**src/rtl/scla_pkg.sv**
```systemverilog
`default_nettype none
package scla_pkg;

	localparam int LINE_MAX_DEF = 64;
	localparam int BYTE_W       = 8;
	localparam int CHAR_IDX_W   = 6;

	localparam logic [BYTE_W-1:0] PRINT_LO = 8'h20;
	localparam logic [BYTE_W-1:0] PRINT_HI = 8'h7E;
	localparam logic [BYTE_W-1:0] CHAR_CR  = 8'h0D;
	localparam logic [BYTE_W-1:0] CHAR_LF  = 8'h0A;

	localparam logic KIND_CHAR = 1'b0;
	localparam logic KIND_ERR  = 1'b1;

	typedef struct packed {
		logic wr;
		logic set_ovf;
		logic clr;
		logic rd_en;
		logic rd_inc;
		logic ld_char;
		logic ld_err;
	} scla_cmd_t;

	typedef struct packed {
		logic is_term;
		logic is_print;
		logic full;
		logic ovf;
		logic empty;
		logic last;
		logic slot_free;
	} scla_sts_t;

endpackage
`default_nettype wire

```
**src/rtl/scla_dp.sv**
```systemverilog
`default_nettype none
module scla_dp import scla_pkg::*; #(
	parameter int LINE_MAX = LINE_MAX_DEF
) (
	input  wire logic                  clk,
	input  wire logic                  arst_n,
	input  wire logic [BYTE_W-1:0]     in_byte,
	input  wire logic                  out_stall,
	input  wire scla_cmd_t             cmd,
	output scla_sts_t                  sts,
	output logic                       out_valid,
	output logic                       out_kind,
	output logic [BYTE_W-1:0]          line_char,
	output logic [CHAR_IDX_W-1:0]      char_index,
	output logic                       last_flag
);

	localparam int AW = (LINE_MAX > 1) ? $clog2(LINE_MAX) : 1;
	localparam int LW = $clog2(LINE_MAX + 1);

	logic [BYTE_W-1:0]     mem [LINE_MAX];
	logic [BYTE_W-1:0]     rdata_q;
	logic [LW-1:0]         len_q;
	logic                  ovf_q;
	logic [AW-1:0]         rd_q;
	logic                  out_valid_q;
	logic                  out_kind_q;
	logic [BYTE_W-1:0]     out_char_q;
	logic [CHAR_IDX_W-1:0] out_idx_q;
	logic                  out_last_q;
	logic [LW-1:0]         rd_next;

	assign rd_next = LW'(rd_q) + LW'(1);

	always_comb begin
		sts.is_term   = (in_byte == CHAR_CR) || (in_byte == CHAR_LF);
		sts.is_print  = (in_byte >= PRINT_LO) && (in_byte <= PRINT_HI);
		sts.full      = (len_q == LW'(LINE_MAX));
		sts.ovf       = ovf_q;
		sts.empty     = (len_q == '0);
		sts.last      = (rd_next == len_q);
		sts.slot_free = !out_valid_q || !out_stall;
	end

	always_ff @(posedge clk) begin
		if (cmd.wr) begin
			mem[len_q[AW-1:0]] <= in_byte;
		end
		if (cmd.rd_en) begin
			rdata_q <= mem[rd_q];
		end
	end

	always_ff @(posedge clk or negedge arst_n) begin
		if (!arst_n) begin
			len_q <= '0;
			ovf_q <= 1'b0;
			rd_q  <= '0;
		end else begin
			if (cmd.clr) begin
				len_q <= '0;
				ovf_q <= 1'b0;
				rd_q  <= '0;
			end else begin
				if (cmd.wr) begin
					len_q <= len_q + LW'(1);
				end
				if (cmd.set_ovf) begin
					ovf_q <= 1'b1;
				end
				if (cmd.rd_inc) begin
					rd_q <= rd_q + AW'(1);
				end
			end
		end
	end

	always_ff @(posedge clk or negedge arst_n) begin
		if (!arst_n) begin
			out_valid_q <= 1'b0;
		end else if (cmd.ld_char || cmd.ld_err) begin
			out_valid_q <= 1'b1;
		end else if (!out_stall) begin
			out_valid_q <= 1'b0;
		end
	end

	always_ff @(posedge clk) begin
		if (cmd.ld_char) begin
			out_kind_q <= KIND_CHAR;
			out_char_q <= rdata_q;
			out_idx_q  <= CHAR_IDX_W'(rd_q);
			out_last_q <= sts.last;
		end else if (cmd.ld_err) begin
			out_kind_q <= KIND_ERR;
			out_char_q <= '0;
			out_idx_q  <= '0;
			out_last_q <= 1'b1;
		end
	end

	assign out_valid  = out_valid_q;
	assign out_kind   = out_kind_q;
	assign line_char  = out_char_q;
	assign char_index = out_idx_q;
	assign last_flag  = out_last_q;

`ifndef SYNTHESIS
	a_load_free: assert property (@(posedge clk) disable iff (!arst_n)
		(cmd.ld_char || cmd.ld_err) |-> sts.slot_free)
		else $error("Result loaded over a pending transfer.");
	a_len_bound: assert property (@(posedge clk) disable iff (!arst_n)
		len_q <= LW'(LINE_MAX))
		else $error("Line length beyond capacity.");
	a_wr_not_full: assert property (@(posedge clk) disable iff (!arst_n)
		cmd.wr |-> !sts.full)
		else $error("Write into a full line store.");
	a_err_shape: assert property (@(posedge clk) disable iff (!arst_n)
		(out_valid_q && out_kind_q == KIND_ERR) |-> (out_char_q == '0 && out_last_q))
		else $error("Malformed line-too-long result.");
`endif

endmodule
`default_nettype wire

```
**src/rtl/scla_ctrl.sv**
```systemverilog
`default_nettype none
module scla_ctrl import scla_pkg::*; (
	input  wire logic      clk,
	input  wire logic      arst_n,
	input  wire logic      in_valid,
	input  wire scla_sts_t sts,
	output scla_cmd_t      cmd,
	output logic           in_stall
);

	typedef enum logic [1:0] {
		S_IDLE,
		S_FETCH,
		S_LOAD,
		S_ERR
	} state_t;

	state_t state_q;
	logic   accept;

	assign in_stall = (state_q != S_IDLE);
	assign accept   = in_valid && (state_q == S_IDLE);

	always_comb begin
		cmd = '0;
		unique case (state_q)
			S_IDLE: begin
				if (accept) begin
					if (sts.is_term) begin
						cmd.clr = !sts.ovf && sts.empty;
					end else if (sts.is_print) begin
						cmd.wr      = !sts.full;
						cmd.set_ovf = sts.full;
					end
				end
			end
			S_FETCH: begin
				cmd.rd_en = 1'b1;
			end
			S_LOAD: begin
				if (sts.slot_free) begin
					cmd.ld_char = 1'b1;
					cmd.clr     = sts.last;
					cmd.rd_inc  = !sts.last;
				end
			end
			S_ERR: begin
				if (sts.slot_free) begin
					cmd.ld_err = 1'b1;
					cmd.clr    = 1'b1;
				end
			end
			default: begin
				cmd = '0;
			end
		endcase
	end

	always_ff @(posedge clk or negedge arst_n) begin
		if (!arst_n) begin
			state_q <= S_IDLE;
		end else begin
			unique case (state_q)
				S_IDLE: begin
					if (accept && sts.is_term) begin
						if (sts.ovf) begin
							state_q <= S_ERR;
						end else if (!sts.empty) begin
							state_q <= S_FETCH;
						end
					end
				end
				S_FETCH: begin
					state_q <= S_LOAD;
				end
				S_LOAD: begin
					if (sts.slot_free) begin
						state_q <= sts.last ? S_IDLE : S_FETCH;
					end
				end
				S_ERR: begin
					if (sts.slot_free) begin
						state_q <= S_IDLE;
					end
				end
				default: begin
					state_q <= S_IDLE;
				end
			endcase
		end
	end

`ifndef SYNTHESIS
	a_stall_busy: assert property (@(posedge clk) disable iff (!arst_n)
		(cmd.ld_char || cmd.ld_err || cmd.rd_en) |-> in_stall)
		else $error("Readout active while input transfers are taken.");
	a_fetch_then_load: assert property (@(posedge clk) disable iff (!arst_n)
		cmd.rd_en |=> (state_q == S_LOAD))
		else $error("Store read not followed by a load state.");
	a_one_load: assert property (@(posedge clk) disable iff (!arst_n)
		!(cmd.ld_char && cmd.ld_err))
		else $error("Two result loads at once.");
`endif

endmodule
`default_nettype wire

```
**src/rtl/serial_command_line_assembler.sv**
```systemverilog
`default_nettype none
// Assembles received serial bytes into lines. Printable bytes are stored while the line has
// room and otherwise mark it as overflowed; other bytes except CR and LF are ignored. A CR or
// LF ends the line: an empty line gives nothing, an overflowed line gives one line-too-long
// result, and otherwise the stored characters come out in order with the last one marked.
// During readout in_stall stays high and each character passes through a read of the line
// store and then a load of the output register, which waits while out_stall holds the output
// register. A pending output transfer does not stop ordinary bytes from being taken.
module serial_command_line_assembler import scla_pkg::*; #(
	parameter int LINE_MAX = LINE_MAX_DEF
) (
	input  wire logic                  clk,
	input  wire logic                  arst_n,
	input  wire logic                  in_valid,
	output logic                       in_stall,
	input  wire logic [BYTE_W-1:0]     in_byte,
	output logic                       out_valid,
	input  wire logic                  out_stall,
	output logic                       out_kind,
	output logic [BYTE_W-1:0]          line_char,
	output logic [CHAR_IDX_W-1:0]      char_index,
	output logic                       last_flag
);

	scla_cmd_t cmd;
	scla_sts_t sts;

	scla_ctrl u_ctrl (
		.clk      (clk),
		.arst_n   (arst_n),
		.in_valid (in_valid),
		.sts      (sts),
		.cmd      (cmd),
		.in_stall (in_stall)
	);

	scla_dp #(
		.LINE_MAX (LINE_MAX)
	) u_dp (
		.clk        (clk),
		.arst_n     (arst_n),
		.in_byte    (in_byte),
		.out_stall  (out_stall),
		.cmd        (cmd),
		.sts        (sts),
		.out_valid  (out_valid),
		.out_kind   (out_kind),
		.line_char  (line_char),
		.char_index (char_index),
		.last_flag  (last_flag)
	);

endmodule
`default_nettype wire

```
**config.mk**
```make
export PLATFORM = sky130hd
export DESIGN_NAME = serial_command_line_assembler
export DESIGN_NICKNAME = d
export VERILOG_FILES = /design/src/rtl/scla_pkg.sv /design/src/rtl/scla_dp.sv /design/src/rtl/scla_ctrl.sv /design/src/rtl/serial_command_line_assembler.sv
export SDC_FILE = /design/constraint.sdc
export NUM_CORES = 1
export LEC_CHECK = 0
export ABC_AREA = 1
export BUFFER_PORTS_ARGS = -buffer_cell sky130_fd_sc_hd__buf_4
export CAP_MARGIN = 20
export CORE_MARGIN = 8
export CORE_UTILIZATION = 45
export DETAILED_ROUTE_END_ITERATION = 12
export PLACE_DENSITY = 0.63
export SYNTH_ARGS = -nofsm -noshare
export SYNTH_HDL_FRONTEND = slang
export SYNTH_SLANG_ARGS = --single-unit
export TNS_END_PERCENT = 1
```
**constraint.sdc**
```tcl
create_clock -name clk -period 4.4 [get_ports clk]
set_clock_uncertainty 0.2 [all_clocks]
set_input_delay 0.44 -clock clk [delete_from_list [all_inputs] [get_ports clk]]
set_output_delay 0.44 -clock clk [all_outputs]
set_load 0.03 [all_outputs]
```
======== Word level (Yosys, flattened, before mapping) ========
Memories as Yosys holds them, arrays and structs flattened. A register that Yosys moved wholly into a read port is not among the register bits.
Index checks and enable logic that the tools add are counted.
cells by class
  multiplexer cells ....................... 35
  add/subtract/negate cells ............... 3
  order comparisons ....................... 2
  reduce and logical (&&, ||, !) cells .... 20
  equal/unequal tests ..................... 12
operators with widths
  operator                                                                             number
  6-bit two-way mux                                                                    4
  2-bit two-way mux                                                                    10
  8-bit by 4-bit == test with 1-bit output, second input constant                      2
  8-bit two-way mux                                                                    2
  1-bit two-way mux                                                                    14
  7-bit two-way mux                                                                    2
  2-bit nonzero test                                                                   5
  8-bit by 6-bit greater-or-equal comparator with 1-bit output, second input constant  1
  8-bit by 7-bit less-or-equal comparator with 1-bit output, second input constant     1
  2-bit one-hot mux with 4 select lines                                                1
  6-bit by 1-bit adder with 7-bit output, second input constant                        1
  7-bit by 1-bit adder with 7-bit output, second input constant                        1
  7-bit == test                                                                        1
  7-bit == test, second input constant                                                 1
  7-bit zero test                                                                      1
  6-bit by 1-bit adder with 6-bit output, second input constant                        1
  2-bit inequality test, second input constant                                         3
  1-bit zero test                                                                      5
  2-bit == test, second input constant                                                 2
  1-bit logical AND                                                                    4
  4-bit AND reduction                                                                  1
  1-bit logical OR                                                                     3
  3-bit two-way mux                                                                    1
  3-bit by 2-bit inequality test with 1-bit output, second input constant              1
  4 further kinds                                                                      4
storage, ports and cells
  RAM bits ................................ 512
  register bits ........................... 33
  output and inout port bits .............. 18
  memories ................................ 1
  word-level logic and storage cells ...... 82
memories
  name      words  bits a word  read ports  clocked after Yosys merged registers in  write ports  RTL line       RTL
  u_dp.mem  64     8            1           1                                        1            scla_dp.sv:21  logic [BYTE_W-1:0] mem [LINE_MAX];

======== Longest topological paths before layout ========
  depth in word-level cells ............... 8
  depth in mapped cells ................... 13

======== By module ========
A second synthesis with hierarchy kept.
second synthesis, totals
  cells, all modules ...................... 2017
  area, all modules ....................... 23008.3 um2
by module, submodules not included
  module     seq. area each (um2)  instances  cells an instance  area an instance (um2)
  scla_dp    16460.8               1          1985               22809.4
  scla_ctrl  50.0                  1          32                 198.9

======== Worst setup path before layout ========
No wires, ideal clock.
  kind .................................... register to register
  start point ............................. register u_dp.len_q[0]
  end point ............................... memory u_dp.mem[11][0] (enable)
  arrival time ............................ 1.794 ns
  setup time .............................. 0.370 ns
  data required time ...................... 3.830 ns
  path buffers ............................ 2
  slack ................................... 2.036 ns
  clock period less this slack ............ 2.364 ns
  cell stages (with the launch flop) ...... 12
  cells stage by stage .................... dfrtp_1 > buf_4 > inv_1 > ha_1 > nand2_1 > nor2_1 > nand3_1 > nand3_2 > inv_2 > buf_6 > nand3_2 > nor2_1
on the way
  word-level cells in the longest chain between the ends .. 8
RTL lines
  what                                     RTL line         RTL
  start: declaration                       scla_dp.sv:23    logic [LW-1:0] len_q;
  start signal: assignment                 scla_dp.sv:66    len_q <= len_q + LW'(1);
  7-bit == test                            scla_dp.sv:38    sts.full = (len_q == LW'(LINE_MAX));
  1-bit zero test                          scla_ctrl.sv:32  cmd.wr = !sts.full;
  2-bit two-way mux                        scla_ctrl.sv:31  end else if (sts.is_print) begin
  2-bit two-way mux                        scla_ctrl.sv:29  if (sts.is_term) begin
  3-bit two-way mux                        scla_ctrl.sv:28  if (accept) begin
  2-bit two-way mux                        scla_ctrl.sv:26  unique case (state_q)
  1-bit two-way mux                        scla_dp.sv:46    if (cmd.wr) begin
  1-bit two-way mux (not written as such)  scla_dp.sv:47    mem[len_q[AW-1:0]] <= in_byte;
  end: declaration                         scla_dp.sv:21
Parallel ways exist; a longest one is shown, timed or not.

======== Final worst setup path ========
  start point ............................. register u_dp.len_q[0]
  end point ............................... memory u_dp.mem[28][3] (enable)
The elaborated chain is that of the path after synthesis.

==> impl_metrics.json <==
{
  "status": "completed",
  "start_util_pct": 45.2,
  "die_y_um": 242,
  "cts_resized": 0,
  "end_kind": "register",
  "rows": 83,
  "drv_cap": 0,
  "htree_levels": 2,
  "cts_tree": "built",
  "path_clk_slew_ns": 0.06,
  "slew_violations": 0,
  "rsz0062_at_grt": "no",
  "p_per_area_nw_per_um2": 552,
  "drtPass1Iterations": 6,
  "die-area_um2": 58700,
  "comb_power_share_pct": 24.5,
  "worstMarginPinSlew_ns": 0.980,
  "slew_headroom_pct": 34.5,
  "placed_area_um2": 23800,
  "switching_share_pct": 32.6,
  "fin_util_pct": 50.0,
  "vdd_drop_max_mv": 0.371,
  "via_per_inst": 5.56,
  "synth_cell_types": 29,
  "r2r_cells": 9,
  "post-place-ws_ns": 1.24,
  "period_needed_ns": 3.22,
  "yosys.area_share.simple_pct": 24.3,
  "finalCritPeriodShare_pct": 73.1,
  "clk_latency_ns": 0.60,
  "vias": 15400,
  "layout-drive-gt1-share_pct": 7.35,
  "ios": 30,
  "path_class": "register to register",
  "final_net_count": 2066,
  "synth_mux_area_share_pct": 0,
  "synth-adder-area-share_pct": 0.163,
  "routabilityCongestion": 0.906,
  "p_switching_mw": 4.59,
  "synthCells": 2050,
  "rr_endpoint": "u_dp.mem[28][3]$_DFFE_PP_",
  "grt_max_degree": 105,
  "yosysWarnings": 0,
  "avgRoutedWirePerCell_um": 21.2,
  "dp_hpwl_um": 34600,
  "ys_seq_elements": 553,
  "critPathMaxFanout": 12,
  "die_w_um": 242,
  "syn_area_per_cell_um2": 11.2,
  "antennaDiodeCount": 0,
  "grt_antenna_before_repair": 0,
  "ys_seq_area_share_pct": 71.7,
  "worstPathRequired_ns": 4.42,
  "cts.sinks": 553,
  "p_leak_nw": 9.21,
  "setup_viol": 0,
  "fmax_mhz": 311,
  "grt_overflow": 0,
  "internal_power_mw": 9.48,
  "clockRootBuffer": "clkbuf_16",
  "start_kind": "register",
  "grt_usage_pct": 19.7,
  "fin_tns_setup_ns": 0,
  "seqPwrFrac_pct": 43.6,
  "synth_area_um2": 23000,
  "drtIter0Drc": 1727,
  "max-clock-path-buffers": 3,
  "final_hold_viol_count": 0,
  "grt_pass1_vias": 14900,
  "syn2layout_area_growth_pct": 10.8,
  "r2r_start": "u_dp.len_q[0]$_DFFE_PN0P_",
  "port_buffers": 29,
  "r2r_slack_ns": 1.18,
  "p_clk_share_pct": 32.0,
  "cts_setup_buffers": 0,
  "setup_ws_ns": 1.18,
  "design_area_um2": 25500,
  "routed_wl_um": 58800,
  "syn-num-nets": 2065,
  "ant_nets": 0,
  "synth_compound_area_share_pct": 0.212,
  "core_um2": 51000,
  "cts-buffers-inserted": 54,
  "drc": 0,
  "synthXorXnorAreaFrac_pct": 0.0380,
  "synth_top_family_by_area": "simple AND/OR/NAND/NOR gates",
  "power_mw": 14.1,
  "grt_pass1_wl_um": 90100,
  "critPathArrivalTime_ns": 3.24,
  "min_path_type": "input port to async pin",
  "holdBufCountCts": 3
}
[layout make-up]
type	instances	area [um2]
Clock inverter	34	262
Clock buffer	65	1460
Timing Repair Buffer	63	531
Inverter	49	194
Tap cell	680	851
Multi-Input combinational cell	1330	5690
Fill cell	4421	25500
Sequential cell	553	16500
[cell families (layout without fill, tap and decap cells)]
kind of cell,after synthesis,after routing
AOI/OAI and AO/OA,9,9
xor gates and xnor gates,1,1
adders and majority gates,3,3
buffers and inverters,167,211
DFF,553,553
and+or+nand+nor,1317,1317
[through the flow]
step	std cells	hold slack (ns)
after floorplan	2050	-0.0556
after global placement	2672	0.137
after detailed placement	2672	0.129
after CTS	2774	0.0398
after global routing	2774	0.0762
final	2774	0.0671
[worst max-delay path, stage by stage (launching register included)]
cell and delay [ns]:
dfrtp_1 0.49, inv_1 0.17, ha_1 0.23, nand2_1 0.06, nor2_1 0.05, nand3_1 0.13, nand3_2 0.13, inv_2 0.20
nand4_1 0.46, nor2_1 0.71
[how the worst max path moves through the flow]
stage,slack (ns),start,cells past startpoint,to
after floorplan,2.04,u_dp.len_q[0]$_DFFE_PN0P_,11,u_dp.mem[11][0]$_DFFE_PP_
after detailed placement,1.24,u_dp.len_q[0]$_DFFE_PN0P_,11,u_dp.mem[32][2]$_DFFE_PP_
after global routing,0.90,u_dp.len_q[0]$_DFFE_PN0P_,11,u_dp.mem[32][7]$_DFFE_PP_
after CTS,1.22,u_dp.len_q[0]$_DFFE_PN0P_,11,u_dp.mem[32][2]$_DFFE_PP_
final,1.18,u_dp.len_q[0]$_DFFE_PN0P_,9,u_dp.mem[28][3]$_DFFE_PP_
after global placement,1.27,u_dp.rd_q[0]$_DFFE_PN0P_,10,u_dp.rdata_q[0]$_DFFE_PP_
[layout by cell type (no fill, tap or decap)]
master         instances
nand2_1              724
edfxtp_1             535
nand3_1              460
nor2_1               107
clkbuf_16             57
buf_4                 56
inv_1                 41
clkinv_1              17
dfrtp_1               14
clkinv_2              12
clkbuf_1               8
nand4_1                7
nor3_1                 7
o21ai_0                4
bufinv_16              4
buf_12                 4
nand3_2                3
inv_2                  3
o21ai_1                3
inv_6                  3
ha_1                   3
dlygate4sd3_1          3
nor3_2                 2
nand3b_1               2
inv_4                  2
nand2_2                2
nor2_2                 2
dfrtp_4                2
nor3b_1                1
o211ai_1               1
xor2_1                 1
a31oi_1                1
clkinvlp_4             1
dfxtp_1                1
dfrtp_2                1
[power groups by stage]
stage | clock (mW) | sequential [mW] | combinational, mW
floorplan | 0 | 6.17 | 2.41
finish | 4.50 | 6.13 | 3.45
detailed placement | 0 | 6.24 | 3.42
global route | 4.76 | 6.14 | 3.81
global placement | 0 | 6.24 | 3.40
CTS | 4.56 | 6.13 | 3.44
[routing by layer]
metal	part of all wire [%]	global-route usage [%]	routed length, um	up-vias
met4	3.2	6.49	1860	0
li1	-	-	-	7103
met3	7.2	3.31	4220	127
met5	0	0	0	-
met1	43	27.0	25100	7534
met2	47	31.8	27600	647
[sequential cells by signal, indices dropped and copies added, names as in the netlist]
| signal | count |
|---|---|
| u_dp.mem | 512 |
| u_dp.line_char | 8 |
| u_dp.rdata_q | 8 |
| u_dp.len_q | 7 |
| u_dp.char_index | 6 |
| u_dp.rd_q | 6 |
| u_ctrl.state_q | 2 |
| u_dp.last_flag | 1 |
| u_dp.out_kind | 1 |
| u_dp.out_valid | 1 |
| u_dp.ovf_q | 1 |
[cell usage after synthesis]
master,count,area (um2)
inv_4,2,12.5
nor2_1,107,402
inv_1,43,161
buf_6,2,22.5
dfrtp_1,17,425
nand2_1,724,2720
nor3_2,2,20.0
buf_2,61,305
clkbuf_1,21,78.8
clkinv_1,2,7.51
nand2_2,2,12.5
xor2_1,1,8.76
ha_1,3,37.5
nand3_2,3,30.0
nor2_2,2,12.5
o21ai_0,4,20.0
nor3b_1,1,7.51
nor3_1,7,35.0
o211ai_1,1,7.51
edfxtp_1,535,16100
dfxtp_1,1,20.0
nand3b_1,2,15.0
buf_1,8,30.0
a31oi_1,1,6.26
nand3_1,460,2300
buf_4,26,195
nand4_1,7,43.8
o21ai_1,3,15.0
inv_2,2,7.51
Note: power is estimated with default switching activity, not from simulation.
